## config.mk

```make
export PLATFORM = sky130hd
export DESIGN_NAME = m68k_alu_group_8_9_b_flat
export DESIGN_NICKNAME = d
export VERILOG_FILES = /design/src/rtl/malu_pkg.sv /design/src/rtl/malu_if.sv /design/src/rtl/m68k_alu_group_8_9_b.sv /design/src/rtl/malu_decode.sv /design/src/rtl/malu_div_stage.sv /design/src/flat_wrapper.sv
export SDC_FILE = /design/constraint.sdc
export NUM_CORES = 2
export LEC_CHECK = 0
export ABC_AREA = 1
export BUFFER_PORTS_ARGS = -buffer_cell sky130_fd_sc_hd__buf_2
export CAP_MARGIN = 20
export CORE_UTILIZATION = 65
export CTS_CLUSTER_SIZE = 20
export DETAILED_ROUTE_END_ITERATION = 7
export PLACE_DENSITY = 0.82
export REMOVE_ABC_BUFFERS = 1
export SKIP_LAST_GASP = 1
export SYNTH_ARGS = -nofsm -noshare
export SYNTH_HDL_FRONTEND = slang
export SYNTH_SLANG_ARGS = --single-unit
```

## constraint.sdc

```tcl
create_clock -name clk -period 38 [get_ports clk]
set_clock_uncertainty 0.15 [all_clocks]
set_input_delay 1.9 -clock clk [delete_from_list [all_inputs] [get_ports clk]]
set_output_delay 1.9 -clock clk [all_outputs]
set_load 0.05 [all_outputs]
```

## src/rtl/malu_pkg.sv

```systemverilog
`timescale 1ns / 1ps
package malu_pkg;
  localparam logic [3:0] LINE_OR  = 4'h8;
  localparam logic [3:0] LINE_SUB = 4'h9;
  localparam logic [3:0] LINE_CMP = 4'hB;
  localparam logic [1:0] TRAP_NONE  = 2'd0;
  localparam logic [1:0] TRAP_DIV0  = 2'd1;
  localparam logic [1:0] TRAP_UNIMP = 2'd2;
  localparam int DivSteps = 32;
  localparam int DivStages = 8;
  localparam int DivStepsPerStage = DivSteps / DivStages;

  typedef struct packed {
    logic [31:0] result;
    logic        write_result;
    logic        result_to_ea;
    logic [4:0]  ccr_out;
    logic [1:0]  trap_code;
  } res_t;

  // divide job carried through the pipeline
  typedef struct packed {
    logic        active;
    logic        signed_div;
    logic        neg_q;
    logic        neg_r;
    logic [31:0] rem;
    logic [31:0] quo;
    logic [15:0] dvs;
    logic [4:0]  ccr;
  } div_t;
endpackage

```

## src/rtl/malu_if.sv

```systemverilog
`timescale 1ns / 1ps
interface malu_in_if;
  logic        valid;
  logic        ready;
  logic [15:0] opcode;
  logic [31:0] ea_value;
  logic [31:0] reg_value;
  logic [4:0]  ccr_in;
  modport source (output valid, opcode, ea_value, reg_value, ccr_in, input ready);
  modport sink (input valid, opcode, ea_value, reg_value, ccr_in, output ready);
endinterface

interface malu_out_if;
  logic        valid;
  logic        ready;
  logic [31:0] result;
  logic        write_result;
  logic        result_to_ea;
  logic [4:0]  ccr_out;
  logic [1:0]  trap_code;
  modport source (output valid, result, write_result, result_to_ea, ccr_out, trap_code,
                  input ready);
  modport sink (input valid, result, write_result, result_to_ea, ccr_out, trap_code,
                output ready);
endinterface

```

## src/rtl/m68k_alu_group_8_9_b.sv

```systemverilog
`timescale 1ns / 1ps
// ALU execute unit for 68000 lines 8, 9 and B (OR, DIV, SUB, SUBX, SUBA,
// CMP, CMPA, CMPM, EOR).
// in:  opcode word with fetched ea_value, reg_value and ccr_in.
// out: result, write_result, result_to_ea, ccr_out, trap_code.
// One word is accepted every cycle while the output is not stalled. The
// path is a decode register, then DivStages = 8 divider stages of four
// restoring steps each; the last divider stage also does the sign and
// overflow fix-up and holds the output. Non-divide words ride along the
// same pipe so order is kept.
// A stall on the output freezes the whole pipe; ready to the source is
// the output ready or a free output register, so nothing is lost.
// Reset clears all valid bits; payload registers are not reset.
module m68k_alu_group_8_9_b import malu_pkg::*; (
  input logic     clk,
  input logic     rst,
  malu_in_if.sink   in_ch,
  malu_out_if.source out_ch
);
  res_t res_d;
  div_t div_d;
  logic adv;
  logic [DivStages:0] vld;
  res_t res_p [DivStages+1];
  div_t div_p [DivStages];
  div_t div_c [DivStages];
  res_t fin;
  logic [15:0] q16, r16;
  logic ovf;
  div_t dl;

  malu_decode u_dec (
    .opcode(in_ch.opcode), .ea_value(in_ch.ea_value), .reg_value(in_ch.reg_value),
    .ccr_in(in_ch.ccr_in), .res(res_d), .div(div_d)
  );

  assign adv = out_ch.ready | ~vld[DivStages];
  assign in_ch.ready = adv;

  for (genvar g = 0; g < DivStages; g++) begin : g_div
    malu_div_stage #(.Steps(DivStepsPerStage)) u_st (.din(div_p[g]), .dout(div_c[g]));
  end

  always_comb begin
    dl = div_c[DivStages-1];
    q16 = dl.neg_q ? -dl.quo[15:0] : dl.quo[15:0];
    r16 = dl.neg_r ? -dl.rem[15:0] : dl.rem[15:0];
    if (dl.signed_div)
      ovf = dl.neg_q ? (dl.quo > 32'h8000) : (dl.quo > 32'h7FFF);
    else
      ovf = dl.quo > 32'hFFFF;
    fin = res_p[DivStages-1];
    if (dl.active) begin
      if (ovf) begin
        fin.ccr_out = {dl.ccr[4:2], 2'b10};
      end else begin
        fin.result = {r16, q16};
        fin.write_result = 1'b1;
        fin.ccr_out = {dl.ccr[4], q16[15], q16 == 16'd0, 2'b00};
      end
    end
  end

  always_ff @(posedge clk) begin
    if (rst) begin
      vld <= '0;
    end else if (adv) begin
      vld <= {vld[DivStages-1:0], in_ch.valid};
    end
    if (adv) begin
      res_p[0] <= res_d;
      div_p[0] <= div_d;
      for (int i = 1; i < DivStages; i++) begin
        res_p[i] <= res_p[i-1];
        div_p[i] <= div_c[i-1];
      end
      res_p[DivStages] <= fin;
    end
  end

  assign out_ch.valid        = vld[DivStages];
  assign out_ch.result       = res_p[DivStages].result;
  assign out_ch.write_result = res_p[DivStages].write_result;
  assign out_ch.result_to_ea = res_p[DivStages].result_to_ea;
  assign out_ch.ccr_out      = res_p[DivStages].ccr_out;
  assign out_ch.trap_code    = res_p[DivStages].trap_code;
endmodule

```

## src/rtl/malu_decode.sv

```systemverilog
`timescale 1ns / 1ps
module malu_decode import malu_pkg::*; (
  input  logic [15:0] opcode,
  input  logic [31:0] ea_value,
  input  logic [31:0] reg_value,
  input  logic [4:0]  ccr_in,
  output res_t        res,
  output div_t        div
);
  logic [3:0]  line;
  logic        dir;
  logic [1:0]  sz;
  logic [2:0]  mode;
  logic [31:0] m, sg, sa, d, s, sext, diff, fres;
  logic [32:0] wide;
  logic        bin, c, v, n, z;
  logic [31:0] dvd_abs;
  logic [15:0] dvs_abs;

  always_comb begin
    line = opcode[15:12];
    dir  = opcode[8];
    sz   = opcode[7:6];
    mode = opcode[5:3];
    m  = (sz == 2'd0) ? 32'hFF : (sz == 2'd1) ? 32'hFFFF : 32'hFFFF_FFFF;
    sg = (sz == 2'd0) ? 32'h80 : (sz == 2'd1) ? 32'h8000 : 32'h8000_0000;
    sext = {{16{ea_value[15]}}, ea_value[15:0]};
    sa = dir ? ea_value : sext;
    bin = 1'b0;
    if (sz == 2'd3) begin
      d = reg_value; s = sa; m = 32'hFFFF_FFFF; sg = 32'h8000_0000;
    end else if (line == LINE_SUB && dir && mode[2:1] == 2'b00) begin
      d = reg_value; s = ea_value; bin = ccr_in[4];
    end else if (line == LINE_SUB && dir) begin
      d = ea_value; s = reg_value;
    end else begin
      d = reg_value; s = ea_value;
    end
    wide = {1'b0, s & m} + {32'd0, bin};
    diff = ((d & m) - wide[31:0]) & m;
    c = wide > {1'b0, d & m};
    v = |(((d & m) ^ (s & m)) & ((d & m) ^ diff) & sg);
    n = |(diff & sg);
    z = diff == 32'd0;
    fres = ((line == LINE_OR) ? (ea_value | reg_value) : (ea_value ^ reg_value)) & m;

    res = '0;
    res.ccr_out = ccr_in;
    div = '0;
    div.ccr = ccr_in;
    dvd_abs = (dir && reg_value[31]) ? -reg_value : reg_value;
    dvs_abs = (dir && ea_value[15]) ? -ea_value[15:0] : ea_value[15:0];
    case (line)
      LINE_OR: begin
        if (sz == 2'd3) begin
          if (ea_value[15:0] == 16'd0) begin
            res.trap_code = TRAP_DIV0;
            res.ccr_out[0] = 1'b0;
          end else begin
            div.active = 1'b1;
            div.signed_div = dir;
            div.neg_q = dir & (reg_value[31] ^ ea_value[15]);
            div.neg_r = dir & reg_value[31];
            div.quo = dvd_abs;
            div.dvs = dvs_abs;
          end
        end else if (dir && mode[2:1] == 2'b00) begin
          res.trap_code = TRAP_UNIMP;
        end else begin
          res.result = fres;
          res.write_result = 1'b1;
          res.result_to_ea = dir;
          res.ccr_out = {ccr_in[4], |(fres & sg), fres == 32'd0, 2'b00};
        end
      end
      LINE_SUB: begin
        if (sz == 2'd3) begin
          res.result = reg_value - sa;
          res.write_result = 1'b1;
        end else if (dir && mode[2:1] == 2'b00) begin
          res.result = diff;
          res.write_result = 1'b1;
          res.result_to_ea = mode[0];
          res.ccr_out = {c, n, z & ccr_in[2], v, c};
        end else begin
          res.result = diff;
          res.write_result = 1'b1;
          res.result_to_ea = dir;
          res.ccr_out = {c, n, z, v, c};
        end
      end
      LINE_CMP: begin
        if (sz != 2'd3 && dir && mode != 3'd1) begin
          res.result = fres;
          res.write_result = 1'b1;
          res.result_to_ea = 1'b1;
          res.ccr_out = {ccr_in[4], |(fres & sg), fres == 32'd0, 2'b00};
        end else begin
          res.ccr_out = {ccr_in[4], n, z, v, c};
        end
      end
      default: res.trap_code = TRAP_UNIMP;
    endcase
  end
endmodule

```

## src/rtl/malu_div_stage.sv

```systemverilog
`timescale 1ns / 1ps
// Several restoring steps per stage on magnitudes.
module malu_div_stage import malu_pkg::*; #(
  parameter int Steps = 4
) (
  input  div_t din,
  output div_t dout
);
  logic [32:0] trial;
  logic [31:0] r, q;
  always_comb begin
    dout = din;
    r = din.rem;
    q = din.quo;
    trial = '0;
    for (int i = 0; i < Steps; i++) begin
      trial = {r, q[31]} - {17'd0, din.dvs};
      if (!trial[32]) begin
        r = trial[31:0];
      end else begin
        r = {r[30:0], q[31]};
      end
      q = {q[30:0], ~trial[32]};
    end
    dout.rem = r;
    dout.quo = q;
  end
endmodule
```

## src/flat_wrapper.sv

```systemverilog
// flat-port wrapper written by rule: the top's interface ports become plain ports
module m68k_alu_group_8_9_b_flat import malu_pkg::*;
  (clk, rst, in_ch_valid, in_ch_opcode, in_ch_ea_value, in_ch_reg_value, in_ch_ccr_in, in_ch_ready, out_ch_valid, out_ch_result, out_ch_write_result, out_ch_result_to_ea, out_ch_ccr_out, out_ch_trap_code, out_ch_ready);
  malu_in_if in_ch_i ();
  malu_out_if out_ch_i ();
  input logic clk;
  input logic rst;
  input wire logic [$bits(in_ch_i.valid)-1:0] in_ch_valid;
  input wire logic [$bits(in_ch_i.opcode)-1:0] in_ch_opcode;
  input wire logic [$bits(in_ch_i.ea_value)-1:0] in_ch_ea_value;
  input wire logic [$bits(in_ch_i.reg_value)-1:0] in_ch_reg_value;
  input wire logic [$bits(in_ch_i.ccr_in)-1:0] in_ch_ccr_in;
  output wire logic [$bits(in_ch_i.ready)-1:0] in_ch_ready;
  output wire logic [$bits(out_ch_i.valid)-1:0] out_ch_valid;
  output wire logic [$bits(out_ch_i.result)-1:0] out_ch_result;
  output wire logic [$bits(out_ch_i.write_result)-1:0] out_ch_write_result;
  output wire logic [$bits(out_ch_i.result_to_ea)-1:0] out_ch_result_to_ea;
  output wire logic [$bits(out_ch_i.ccr_out)-1:0] out_ch_ccr_out;
  output wire logic [$bits(out_ch_i.trap_code)-1:0] out_ch_trap_code;
  input wire logic [$bits(out_ch_i.ready)-1:0] out_ch_ready;
  assign in_ch_i.valid = in_ch_valid;
  assign in_ch_i.opcode = in_ch_opcode;
  assign in_ch_i.ea_value = in_ch_ea_value;
  assign in_ch_i.reg_value = in_ch_reg_value;
  assign in_ch_i.ccr_in = in_ch_ccr_in;
  assign in_ch_ready = in_ch_i.ready;
  assign out_ch_valid = out_ch_i.valid;
  assign out_ch_result = out_ch_i.result;
  assign out_ch_write_result = out_ch_i.write_result;
  assign out_ch_result_to_ea = out_ch_i.result_to_ea;
  assign out_ch_ccr_out = out_ch_i.ccr_out;
  assign out_ch_trap_code = out_ch_i.trap_code;
  assign out_ch_i.ready = out_ch_ready;
  m68k_alu_group_8_9_b u_core (.clk(clk), .rst(rst), .in_ch(in_ch_i), .out_ch(out_ch_i));
endmodule
```

-- Word-level counts from Yosys, hierarchy flattened
Memories as Yosys holds them, arrays and structs flattened.
Cells that the tools add are included.
- register bits after elaboration: 9
- RAM bits: 1081
- input port bits: 89
- output and inout bits: 43
- logic and storage cells: 198
- memories kept: 2
- memories (name ; depth ; bits a word ; rd ports ; clocked after memory_dff ; write ports ; line ; text):
    u_core.div_p ; 8 ; 89 ; 8 ; 0 ; 8 ; m68k_alu_group_8_9_b.sv:25 ; div_t div_p [DivStages];
    u_core.res_p ; 9 ; 41 ; 9 ; 0 ; 9 ; m68k_alu_group_8_9_b.sv:24 ; res_t res_p [DivStages+1];
- add/sub/neg operators: 39
- magnitude comparators: 4
- equality and inequality tests: 7
- mux-type cells: 78
- bitwise gates (word level): 50
- reductions and logical operators: 17
- operators by type and width (cell ; number):
    $mux W32 ; 46
    $sub A33 B16 Y33 ; 32
    $and A32 B32 Y32 ; 8
    $mux W48 ; 3
    $pmux W39 S3 ; 1
    $mux W33 ; 3
    $reduce_or A32 Y1 ; 3
    $xor A32 B32 Y32 ; 3
    $gt A32 B16 Y1 const B ; 2
    $logic_not A32 Y1 ; 2
    $mux W16 ; 4
    $sub A32 B32 Y32 ; 2
    $neg A16 Y16 ; 3
    $mux W39 ; 1
    $mux W38 ; 1
    $mux W34 ; 1
    $add A32 B1 Y33 ; 1
    $gt A33 B32 Y1 ; 1
    $not A1 Y1 ; 33
    $gt A32 B15 Y1 const B ; 1
    $logic_not A16 Y1 ; 2
    $neg A32 Y32 ; 1
    $or A32 B32 Y32 ; 1
    $mux W4 ; 5
    other kinds (17) ; 35

-- Logic depth before layout (Yosys ltp)
- depth after elaboration: 16
- depth in mapped cells: 90
- gate-level depth less buffers: 82

-- Hierarchy
From an unflattened synthesis, not the netlist that was laid out.
- cell total of the unflattened synthesis: 16511
- area, all modules: 111772.2 µm²
- modules (own cells, without submodules) (module ; instances ; cells an instance ; area an instance (µm²) ; sequential area each (µm²)):
    m68k_alu_group_8_9_b ; 1 ; 1440 ; 34264.1 ; 32641.3
    malu_div_stage at u_core.g_div[4].u_st ... ; 3 ; 1647 ; 8577.0 ; 0.0
    malu_div_stage at u_core.g_div[0].u_st ... ; 3 ; 1586 ; 8166.6 ; 0.0
    malu_decode ; 1 ; 2138 ; 10956.8 ; 0.0
    malu_div_stage at u_core.g_div[7].u_st ; 1 ; 1666 ; 8421.8 ; 0.0
    malu_div_stage at u_core.g_div[3].u_st ; 1 ; 1568 ; 7898.8 ; 0.0

-- Worst setup path before layout
No wires, ideal clock.
- path kind: input -> register
- from: input out_ch_ready
- to: memory u_core.div_p[0][100] (netlist name) (enable)
- setup time: 8004 ps
- arrival: 21424 ps
- data required time: 29846 ps
- slack: 8422 ps
- stages: 2
- path buffers: 0
- cells stage by stage: nor2_1 clkinv_1
- RTL lines (item ; line ; text):
    start, declared ; flat_wrapper.sv:20 ; input wire logic [$bits(out_ch_i.ready)-1:0] out_ch_ready;
    end, declared ; m68k_alu_group_8_9_b.sv:25 ;

==> summary.txt <==
Clock network
  • Htree depth: 3
  • Hold_buf cts: 0
  • CTS tree: built
  • Post_cts resized: 0
  • CTS sink count: 1042
  • Clk buf depth: 3
  • CTS Buf Count: between 100 and 150
  • Clock-pin transition on the worst setup and hold timing paths: 70 ps
  • # Post-CTS Setup Buffers: 0
  • Clock latency at the later pin of the worst-skew pair: 770 ps
  • CTS root buf: clkbuf_16

Yosys
  • Warnings, synthesis: 0
  • Synth cell types: 76
  • Post-synth EDFFs: 1033
  • Netlist Area Pre-Place: 0.0911 sq mm
  • Seq/Total Area, Yosys: 34.2%
  • Async SR Flop Fraction: 0%
  • Synth Instances: 12500
  • Synthesized flop and latch total: approximately 1000
  • Synthesized area per cell: ~7.3 sq um
  • Top_reg_cell synth: edfxtp_1

Critical path
  • Crit. End Element: flop
  • Worst setup SP type: flop
  • WP data arrival: 15390 ps
  • Max incr delay on CP: 840 ps
  • CP required: 38280 ps
  • Slowest CP cell: inv_1
  • Family with the most delay on the worst path: simple AND/OR/NAND/NOR gates
  • Crit path kind: reg2reg
  • Most used cell, CP: nand2_1
  • CP bufs+invs: 14
  • Max FO, Critical Path: roughly 40

STA
  • Fin. Hold Viols: 0
  • Final setup vio count: 0
  • Unrepaired setup endpoints after global routing: false
  • Final min period: 15100 ps
  • F_max: approximately 0.066 GHz
  • Least-Margin Pin Slew: 1090 ps
  • Max-slew violation count: 0
  • Max-slew headroom: 27.3%
  • Final WS setup: 22900 ps
  • Final worst-path cycle share: 39.7%
  • Final setup TNS: 0 ps

GRT
  • Largest net degree at the start of global routing: 205
  • Initial antenna violation count: 12
  • GRT Overall Usage: 37.1%
  • First-pass GRT wire length: 421000 um
  • Vias in the first global route: 80600
  • Grt ovf: 0

Place
  • Count of input and output buffers: approximately 130
  • Dpl hpwl: approximately 200000 um
  • GPL Wtd Cong: 1.01
  • DP Area: approximately 0.093 sq mm
  • Post-place setup slack: 23180 ps

Final layout
  • Core Util, Final: 69.0%
  • Layout cells sized above 1: 4.99%
  • Area Overhead vs Synth: 5.52%
  • Post-route cell area: 0.0961 sq mm
  • Nets@finish: 13300

Route
  • Vias: between 80000 and 90000
  • Detail Route Antenna Nets: 0
  • First-pass DRT Iterations: 8
  • DR vias/cell: 5.94
  • DR WL/cell: about 19 um
  • # DRC: 18
  • Initial drt markers: 8554
  • Post-Route WL: 269000 um

Flow run
  • Maxcap violations: 0

Floorplanning
  • Core area: about 0.14 sq mm
  • Rows: 137
  • Die Ht: about 380 um
  • Boundary pin count: between 100 and 150
  • Initial core utilization: 65.4%
  • Die extent in x: 376 um
  • Area of the die: 0.142 sq mm

Run status
  • Status: finished with violations
  • Failing checks: design-rule violations

Hold path
  • Hold Crit Class: reg2reg
-- worst reg2reg max path: cells and delay by family (launching register included) --
family / cells / cell delay [ps]
AO/OA/AOI/OAI: 23 / 4840
flip-flops: 1 / 530
adder cells (fa/ha/maj): 5 / 1920
buffers and inverters: 14 / 2370
AND/OR/NAND/NOR: 36 / 5050
-- per-stage QoR --
stage,hold slack [ps],instances
final,263,14500
after global routing,270,14500
after CTS,264,14500
after detailed placement,255,14300
after global placement,250,14300
after floorplan,250,12200
-- final cells by class --
class | instances | area, sq um
antenna | 6 | 15.0
clock buffer | 118 | 2660
clock inverter | 61 | 666
timing repair buffer | 157 | 923
inverter | 1628 | 6120
fill | 11500 | 43200
multi-input combinational | 9574 | 52200
sequential | 1042 | 31200
tap | 1876 | 2350
-- path summary, 6_finish.rpt --
kind	cells past startpoint	slack, ps	end	from
worst min-delay path	0	260	u_core.res_p[0][203]	u_core.res_p[0][162]
worst min register to register	0	260	u_core.res_p[0][203]	u_core.res_p[0][162]
worst max-delay path	78	22900	u_core.div_p[1][259]	u_core.div_p[1][94]
worst max register to register	78	22900	u_core.div_p[1][259]	u_core.div_p[1][94]
-- state kept, by name (all words and copies together), names as in the netlist --
signal        flops
u_core.vld        9
u_core.res_p    369
u_core.div_p    664
-- synthesized netlist by cell type, types with 9 or more instances --
cell | n | area share, %
o21bai_1 | 31 | 0.26
nand2_4 | 17 | 0.21
buf_2 | 28 | 0.15
nand3_2 | 13 | 0.14
buf_4 | 84 | 0.69
nor2_1 | 1124 | 4.6
nand2_1 | 3667 | 15
o221ai_1 | 25 | 0.24
a21oi_1 | 777 | 4.3
a21o_1 | 21 | 0.17
buf_6 | 32 | 0.40
or2_2 | 42 | 0.29
o21ai_1 | 109 | 0.60
nor4_1 | 58 | 0.40
fa_1 | 33 | 0.73
and2_1 | 11 | 0.076
nor2_4 | 14 | 0.17
a31oi_1 | 41 | 0.28
edfxtp_1 | 1033 | 34
nor2_2 | 37 | 0.25
xor2_1 | 487 | 4.7
inv_2 | 47 | 0.19
o21ai_0 | 732 | 4.0
nor3_1 | 219 | 1.2
o31ai_1 | 17 | 0.14
dfxtp_1 | 9 | 0.20
nand4_1 | 197 | 1.4
xnor2_1 | 268 | 2.6
clkbuf_1 | 112 | 0.46
o211ai_1 | 88 | 0.73
o2111ai_1 | 16 | 0.15
ha_1 | 630 | 8.7
a211oi_1 | 40 | 0.33
nand3_1 | 569 | 3.1
o21ai_2 | 18 | 0.17
o21a_1 | 22 | 0.18
clkinv_1 | 10 | 0.041
inv_1 | 1571 | 6.5
nand3b_1 | 60 | 0.49
nand2_2 | 97 | 0.67
-- cells in the final DEF (no fill, tap or decap), drive strengths merged, types with 3 or more instances in the layout --
master | synthesis | layout
a21o | 22 | 22
a31oi | 41 | 41
or2 | 44 | 44
nand3 | 586 | 586
bufinv | 0 | 9
diode | 0 | 6
nor3b | 4 | 4
a21boi | 6 | 6
nand3b | 60 | 60
o22ai | 5 | 5
o31ai | 17 | 17
and3 | 5 | 5
o21bai | 31 | 31
fa | 33 | 33
o21ai | 861 | 861
a21oi | 785 | 785
nand4 | 203 | 203
inv | 1618 | 1630
o21a | 22 | 22
conb | 1 | 7
o221ai | 25 | 25
buf | 151 | 157
nand2 | 3781 | 3781
a211oi | 40 | 40
clkinv | 10 | 48
dfxtp | 9 | 9
ha | 630 | 630
nor2 | 1176 | 1176
edfxtp | 1033 | 1033
nor3 | 226 | 226
a31o | 3 | 3
and2 | 11 | 11
o311ai | 7 | 7
nor4 | 60 | 60
a221oi | 7 | 7
xnor2 | 271 | 271
o2111ai | 16 | 16
o211ai | 88 | 88
clkbuf | 114 | 118
xor2 | 488 | 488
-- metal layers --
layer | track usage [%] | vias to the layer above | wire length, um
li1 | - | 41400 | -
met1 | 44.8 | 39300 | 104000
met2 | 63.0 | 4117 | 127000
met3 | 5.63 | 1094 | 21000
met4 | 21.2 | 8 | 17200
met5 | 0.377 | - | 112
-- logic make-up (layout without fill, tap and decap cells) --
kind of cell	Yosys count	after routing	share of synthesized area [%]
xor+xnor	759	759	7.33
flops	1042	1042	34.2
compound gates	1984	1984	12.0
fa+ha+maj	663	663	9.38
buf+inv	1893	1964	8.49
other cells	1	13	0.00412
simple gates	6161	6161	28.6
Power is not shown: default switching activity piles up to over one toggle a cycle in this logic, so the estimate is an artifact.
